## src/rtl/core/kaa_pkg.sv

```systemverilog
// Shared constants, codes and controller/datapath interface types for the k-means engine.
package kaa_pkg;

  localparam int MAX_CLUSTERS = 16;
  localparam int MAX_DIMS     = 8;
  localparam int MAX_POINTS   = 1048576;

  localparam int CL_W     = $clog2(MAX_CLUSTERS);
  localparam int DIM_W    = $clog2(MAX_DIMS);
  localparam int ADDR_W   = CL_W + DIM_W;
  localparam int NC_W     = CL_W + 1;
  localparam int ND_W     = DIM_W + 1;
  localparam int PREV_W   = 5;
  localparam int COORD_W  = 16;
  localparam int SUM_W    = 36;
  localparam int DIST_W   = 36;
  localparam int CNT_W    = $clog2(MAX_POINTS + 1);
  localparam int SNAP_W   = CNT_W + 1;
  localparam int DSUM_W   = SNAP_W + CL_W;
  localparam int CFG_W    = CNT_W;
  localparam int DIV_CNT_W = $clog2(SUM_W);

  typedef enum logic [2:0] {
    CMD_CENTROID = 3'd0,
    CMD_POINT    = 3'd1,
    CMD_READ     = 3'd2,
    CMD_CONV     = 3'd3,
    CMD_CLEAR    = 3'd4
  } cmd_t;

  typedef enum logic [1:0] {
    KIND_ASSIGN = 2'd0,
    KIND_STATS  = 2'd1,
    KIND_CONV   = 2'd2
  } kind_t;

  typedef enum logic [1:0] {
    CFG_NUM_CLUSTERS = 2'd0,
    CFG_NUM_DIMS     = 2'd1,
    CFG_TOTAL_POINTS = 2'd2
  } cfg_idx_t;

  typedef enum logic [3:0] {
    ST_IDLE,
    ST_DIST,
    ST_DRAIN,
    ST_MV_RD,
    ST_MV_WR,
    ST_DIV_GO,
    ST_DIV_WAIT,
    ST_CONV,
    ST_DONE
  } state_t;

  typedef struct packed {
    logic              accept;
    logic              dist_issue;
    logic              dist_first;
    logic              dist_last;
    logic              mv_rd;
    logic              mv_wr;
    logic              mv_add;
    logic              cnt_en;
    logic              div_start;
    logic              conv_step;
    logic              conv_first;
    logic              out_load;
    kind_t             out_kind;
    logic [CL_W-1:0]   cl;
    logic [DIM_W-1:0]  d;
  } ctrl_cmd_t;

  typedef struct packed {
    logic [NC_W-1:0]   nc;
    logic [ND_W-1:0]   nd;
    logic [CL_W-1:0]   best;
    logic [CL_W-1:0]   prev;
    logic              prev_valid;
    logic              changed;
    logic              div_done;
    logic              out_free;
  } dp_status_t;

endpackage

```

## src/rtl/core/kaa_ctrl.sv

```systemverilog
// Controller state machine that sequences distance, accumulator, read and convergence work.
module kaa_ctrl import kaa_pkg::*; (
  input  logic       clk,
  input  logic       rst,
  input  logic       in_valid,
  input  logic [2:0] cmd,
  input  logic       last_coord,
  output logic       in_stall,
  output ctrl_cmd_t  ctl,
  input  dp_status_t st
);

  state_t           state, state_next;
  logic [CL_W-1:0]  c_cnt, c_cnt_next;
  logic [DIM_W-1:0] d_cnt, d_cnt_next;
  logic             add_phase, add_phase_next;
  logic [1:0]       drain, drain_next;
  kind_t            kind, kind_next;
  logic             d_last, c_last, accept;

  always_ff @(posedge clk) begin
    if (rst) begin
      state     <= ST_IDLE;
      c_cnt     <= '0;
      d_cnt     <= '0;
      add_phase <= 1'b0;
      drain     <= '0;
      kind      <= KIND_ASSIGN;
    end else begin
      state     <= state_next;
      c_cnt     <= c_cnt_next;
      d_cnt     <= d_cnt_next;
      add_phase <= add_phase_next;
      drain     <= drain_next;
      kind      <= kind_next;
    end
  end

  assign d_last = ({1'b0, d_cnt} + ND_W'(1)) == st.nd;
  assign c_last = ({1'b0, c_cnt} + NC_W'(1)) == st.nc;

  always_comb begin
    state_next     = state;
    c_cnt_next     = c_cnt;
    d_cnt_next     = d_cnt;
    add_phase_next = add_phase;
    drain_next     = drain;
    kind_next      = kind;
    in_stall       = (state != ST_IDLE);
    accept         = in_valid && (state == ST_IDLE);

    ctl            = '0;
    ctl.accept     = accept;
    ctl.out_kind   = kind;
    ctl.cl         = c_cnt;
    ctl.d          = d_cnt;

    case (state)
      ST_IDLE: begin
        if (accept) begin
          c_cnt_next = '0;
          d_cnt_next = '0;
          case (cmd)
            CMD_POINT: begin
              if (last_coord) begin
                state_next = ST_DIST;
                kind_next  = KIND_ASSIGN;
              end
            end
            CMD_READ: begin
              state_next = ST_DIV_GO;
              kind_next  = KIND_STATS;
            end
            CMD_CONV: begin
              state_next = ST_CONV;
              kind_next  = KIND_CONV;
            end
            default: ;
          endcase
        end
      end
      ST_DIST: begin
        ctl.dist_issue = 1'b1;
        ctl.dist_first = (d_cnt == '0);
        ctl.dist_last  = d_last;
        if (d_last) begin
          d_cnt_next = '0;
          if (c_last) begin
            state_next = ST_DRAIN;
            drain_next = '0;
          end else begin
            c_cnt_next = c_cnt + CL_W'(1);
          end
        end else begin
          d_cnt_next = d_cnt + DIM_W'(1);
        end
      end
      ST_DRAIN: begin
        if (drain == 2'd2) begin
          d_cnt_next = '0;
          if (st.changed) begin
            add_phase_next = !st.prev_valid;
            state_next     = ST_MV_RD;
          end else begin
            state_next = ST_DONE;
          end
        end else begin
          drain_next = drain + 2'd1;
        end
      end
      ST_MV_RD: begin
        ctl.mv_rd  = 1'b1;
        ctl.cl     = add_phase ? st.best : st.prev;
        ctl.mv_add = add_phase;
        state_next = ST_MV_WR;
      end
      ST_MV_WR: begin
        ctl.mv_wr  = 1'b1;
        ctl.cl     = add_phase ? st.best : st.prev;
        ctl.mv_add = add_phase;
        ctl.cnt_en = (d_cnt == '0);
        if (d_last) begin
          d_cnt_next = '0;
          if (add_phase) begin
            state_next = ST_DONE;
          end else begin
            add_phase_next = 1'b1;
            state_next     = ST_MV_RD;
          end
        end else begin
          d_cnt_next = d_cnt + DIM_W'(1);
          state_next = ST_MV_RD;
        end
      end
      ST_DIV_GO: begin
        ctl.div_start = 1'b1;
        state_next    = ST_DIV_WAIT;
      end
      ST_DIV_WAIT: begin
        if (st.div_done) state_next = ST_DONE;
      end
      ST_CONV: begin
        ctl.conv_step  = 1'b1;
        ctl.conv_first = (c_cnt == '0);
        if (c_cnt == CL_W'(MAX_CLUSTERS - 1)) begin
          state_next = ST_DONE;
        end else begin
          c_cnt_next = c_cnt + CL_W'(1);
        end
      end
      ST_DONE: begin
        if (st.out_free) begin
          ctl.out_load = 1'b1;
          state_next   = ST_IDLE;
        end
      end
      default: state_next = ST_IDLE;
    endcase
  end

endmodule

```

## config.mk

```make
export PLATFORM = sky130hd
export DESIGN_NAME = kaa_ctrl
export DESIGN_NICKNAME = d
export VERILOG_FILES = /design/src/rtl/core/kaa_pkg.sv /design/src/rtl/core/kaa_ctrl.sv
export SDC_FILE = /design/constraint.sdc
export NUM_CORES = 1
export LEC_CHECK = 0
export BUFFER_PORTS_ARGS = -buffer_cell sky130_fd_sc_hd__buf_4
export CAP_MARGIN = 20
export CORE_ASPECT_RATIO = 2
export CORE_UTILIZATION = 36
export DETAILED_ROUTE_END_ITERATION = 16
export GPL_ROUTABILITY_DRIVEN = 0
export RECOVER_POWER = 100
export SYNTH_ARGS = -nofsm -noshare
export SYNTH_HDL_FRONTEND = slang
export SYNTH_SLANG_ARGS = --single-unit
```

## constraint.sdc

```tcl
create_clock -name clk -period 6.02 [get_ports clk]
set_clock_uncertainty 0.2 [all_clocks]
set_input_delay 0.602 -clock clk [delete_from_list [all_inputs] [get_ports clk]]
set_output_delay 0.602 -clock clk [all_outputs]
set_load 0.01 [all_outputs]
```

* Word-level counts from Yosys, hierarchy flattened *
Cells that the tools add are included.

word-level totals
  bits in registers = 16
  input port bits = 28
  output and inout port bits = 22
  word-level logic and storage cells = 103

cells by class
  add/sub/neg operators = 5
  equality and inequality tests = 30
  multiplexer cells = 43
  reductions and logical operators = 19

operators with widths
  operator                                                         number
  4-bit two-way mux                                                17
  4-bit one-hot mux with 9 select lines                            1
  2-bit != test, second input constant                             13
  4-bit one-hot mux with 3 select lines                            2
  4-bit by 3-bit == test with 1-bit output, second input constant  4
  3-bit two-way mux                                                4
  4-bit AND reduction                                              3
  1-bit two-way mux                                                10
  2-bit two-way mux                                                5
  3-bit one-hot mux with 3 select lines                            1
  9-bit AND reduction                                              1
  3-bit nonzero test                                               3
  4-bit by 2-bit == test with 1-bit output, second input constant  2
  4-bit == test, second input constant                             2
  4-bit zero test                                                  2
  3-bit by 2-bit == test with 1-bit output, second input constant  2
  2-bit one-hot mux with 3 select lines                            1
  4-bit by 1-bit adder with 5-bit output, second input constant    1
  5-bit == test                                                    1
  5-bit AND reduction                                              1
  3-bit by 1-bit adder with 4-bit output, second input constant    1
  4-bit by 1-bit adder with 4-bit output, second input constant    1
  4-bit by 1-bit == test with 1-bit output, second input constant  1
  4-bit == test                                                    1
  15 further kinds                                                 17

* Depth between registers and ports, before layout *
  depth after elaboration = 5
  mapped depth = 8
  mapped depth without buffers = 8

* Least setup slack after synthesis *
OpenSTA, ideal clock, no wires.

  kind = register to register
  from = reg c_cnt[0]
  to = reg state[0]
  setup time = 125 ps
  arrival = 2,068 ps
  required time = 5,695 ps
  setup slack = 3,627 ps
  stages on the path, launching flop included = 8
  path buffers = 0
  period minus slack after synthesis = 2,393 ps
  path through = dfxtp_1 > ha_1 > and3_2 > a32oi_1 > a2111oi_4 > a21oi_1 > or2_1 > o41a_1

on the way
  cells in the longest elaborated chain, start to end = 4
  elaborated cells between the ends (all ways) = 6
  those cells by class = add/sub (1); eq/ne (4); reduce/logical (1)

RTL lines
  what                                    RTL line        RTL
  start: declaration                      kaa_ctrl.sv:14  logic [CL_W-1:0] c_cnt, c_cnt_next;
  start signal: assignment                kaa_ctrl.sv:31  c_cnt <= c_cnt_next;
  4-bit by 1-bit adder with 5-bit output  kaa_ctrl.sv:40  assign c_last = ({1'b0, c_cnt} + NC_W'(1)) == st.nc;
  5-bit == test                           kaa_ctrl.sv:40
  2-bit != test (no line)                 --
  9-bit AND reduction (no line) *         --
  end signal: assignment                  kaa_ctrl.sv:30  state <= state_next;
  end: declaration                        kaa_ctrl.sv:13  state_t state, state_next;

Every way passes the cells marked *; elsewhere a longest branch is shown, timed or not.
A chain may end at the register's enable or synchronous reset.

* Worst setup path after layout *
  from = reg c_cnt[0]
  to = reg c_cnt[1]

on the way
  cells in the longest elaborated chain, start to end = 4
  elaborated cells between the ends (all ways) = 11
  those cells by class = add/sub (2); eq/ne (4); mux (4); reduce/logical (1)

RTL lines
  what                                                                                                     RTL line
  4-bit by 1-bit adder with 5-bit output / 4-bit by 1-bit adder with 4-bit output (equally long branches)  kaa_ctrl.sv:40, kaa_ctrl.sv:92, kaa_ctrl.sv:148
  5-bit == test / 4-bit two-way mux (equally long branches)                                                kaa_ctrl.sv:40, kaa_ctrl.sv:88
  2-bit != test (no line) / 4-bit two-way mux (equally long branches)                                      --
  5-bit AND reduction (no line) / 4-bit one-hot mux with 3 select lines (equally long branches)            --

Several ways; a longest one is shown, not always the timed one. The select of a mux whose other input is x is not followed.

==> impl_metrics.toml <==
[clock_network]
clk_pin_slew_worst_paths_ps = 70
cts_htree_levels = 1
cts_inserted_buffers = 3
cts_tree = "done"
cts_buffer_depth = 2
cts_resized = 0
cts.sinks = 16
cts_setup_buffers = 0
ctsHoldBuffers = 0
clkLatencyLatePin_ps = 250
cts-root-buf = "clkbuf_8"

[yosys]
synth.cell_area_mm2 = 0.00137
yosys-top-cells-area = "dfxtp_1 23%, nor2_1 6.3%, mux2i_1 5.1%"
yosys.area.top_type = "dfxtp_1"
yosysTopAreaCellShare_pct = 23.4
async_flop_share_pct = 0
seq_area_frac_synth_pct = 23.4
synth_cell_types = 46
syn_nets = 218
syn_avg_cell_area_um2 = 7.39
yosys_warnings = 0
synth_edf_count = 0
ys_ff_latch = 16
ys.flop_type = "dfxtp_1"
syn_inst = 185

[setup_path]
required_ps = 5980
ff2ff_path_depth = 7
worst-endpoint-arrival_ps = 3130
crit_fanout = 6
startpoint_type = "flop"
end_kind = "flop"
path_class = "flop to flop"

[floorplan]
die-area_mm2 = 0.00406
die_y_um = 89.2
start_util_pct = 37.9
die_x_um = 45.6
rows = 31
pin_count = 50
core_area_mm2 = 0.00361

[drt]
drc = 0
post_drt_wl_per_cell_um = 13.7
vias = 1491
drt_iter0_drc = 30
vias_per_cell = 5.38
firstDrtPassIters = 6
antenna_left = 0
wirelength_mm = 3.81

[final_layout]
layout_commonest_cell = "buf_4"
design_area_mm2 = 0.00169
final_cells = 277
nets = 262
fill_cells = 424
drive_gt1_share_pct = 14.9
final_cell_mix = "27 x buf_4, 23 x nor2_1, 22 x clkbuf_1"
post-route-util_pct = 47.0
area_delta_synth_final_pct = 23.9
insertedDiodeCount = 0

[timing]
setup_viol = 0
hold_viol_final = 0
period_minus_slack_ps = 3160
slew_headroom_pct = 41.5
tightest_slew_ps = 856
fin_crit_sh_pct = 52.5
fin_tns_setup_ps = 0
drv_slew = 0
grt_setup_unrepaired = "false"
worst_hold_slack_ps = 262
fin_ws_ps = 2860
fmax_mhz = 316

[grt]
grt_pass1_wl_mm = 6.21
grt_max_degree = 21
antenna_found_initial = 0
grt_usage_pct = 20.4
grt_pass1_vias = 1322
grt-ovfl-total = 0

[placed_design]
place_area_mm2 = 0.00174
detailed_place_hpwl_mm = 3.00
dp_cells = 273
place_ws_ps = 3350
port_buffers = 49

[power_and_ir_drop]
leakage_nw = 0.696
ir_worst_vdd_uv = 163
fin_total_pwr_uw = 564
power.density_mw_per_mm2 = 333

[hold_path]
hold_path.class = "flop to flop"
hold_depth = 2

[outcome]
status = "complete, no violations"

[run]
max_cap_viol_count = 0
## worst max-delay path: stages, from the launching register on
cell and delay, ps:
dfxtp_1 470, ha_1 310, and3_2 240, a32oi_1 100, a2111oi_0 800, o21ai_0 430
and2_0 300, o31ai_1 220
## routing by layer
layer	vias to the layer above	part of all wire, %	GRT usage [%]
met3	4	3.9	2.02
met5	-	0	0
li1	742	-	-
met2	45	54	37.0
met4	0	1.5	6.89
met1	700	41	23.5
## Yosys cell counts (2+ instances only)
cell type	number
xnor2_1	4
o22ai_1	3
ha_1	5
o2111ai_1	2
clkbuf_1	4
o31ai_1	3
nor3b_1	6
dfxtp_1	16
nand3_1	6
nand2b_1	7
buf_4	2
and3_1	2
mux2i_1	7
xor2_1	4
nor4_1	2
nand2_1	11
o21ai_0	14
buf_2	3
nor3_1	4
nor2b_1	6
inv_1	14
a32oi_1	3
nor2_1	23
a311oi_1	2
a21oi_1	11
## kinds of logic after synthesis
logic type	synth area share, %
AOI/OAI and AO/OA	24.2
and+or+nand+nor	29.6
muxes	5.12
buffers and inverters	7.96
xor gates and xnor gates	5.12
adders and majority gates	4.57
DFF	23.4
## layout make-up
cell class	count	area, um^2	area share [%]
Multi-Input combinational cell	145	920	54.3
Sequential cell	16	320	18.9
Timing Repair Buffer	49	285	16.8
Tap cell	49	61.3	3.62
Clock buffer	4	55.1	3.25
Inverter	14	52.6	3.10
## state kept, by name (all words and copies together), names as in the netlist
name	cells
add_phase	1
c_cnt	4
d_cnt	3
drain	2
kind	2
state	4
## final timing paths
kind / start / endpoint / slack, ps
setup / recovery: c_cnt[0]$_SDFFE_PP0P_ / c_cnt[1]$_SDFFE_PP0P_ / 2860
hold / removal: drain[1]$_SDFFE_PP0P_ / drain[1]$_SDFFE_PP0P_ / 260
setup reg to reg: c_cnt[0]$_SDFFE_PP0P_ / c_cnt[1]$_SDFFE_PP0P_ / 2860
hold reg to reg: drain[1]$_SDFFE_PP0P_ / drain[1]$_SDFFE_PP0P_ / 260
## where the power goes
part	switching, mW	internal (mW)
combinational	0.184	0.116
sequential	0.0409	0.124
clock	0.0408	0.0581
Power figures use the tool's default switching activity.
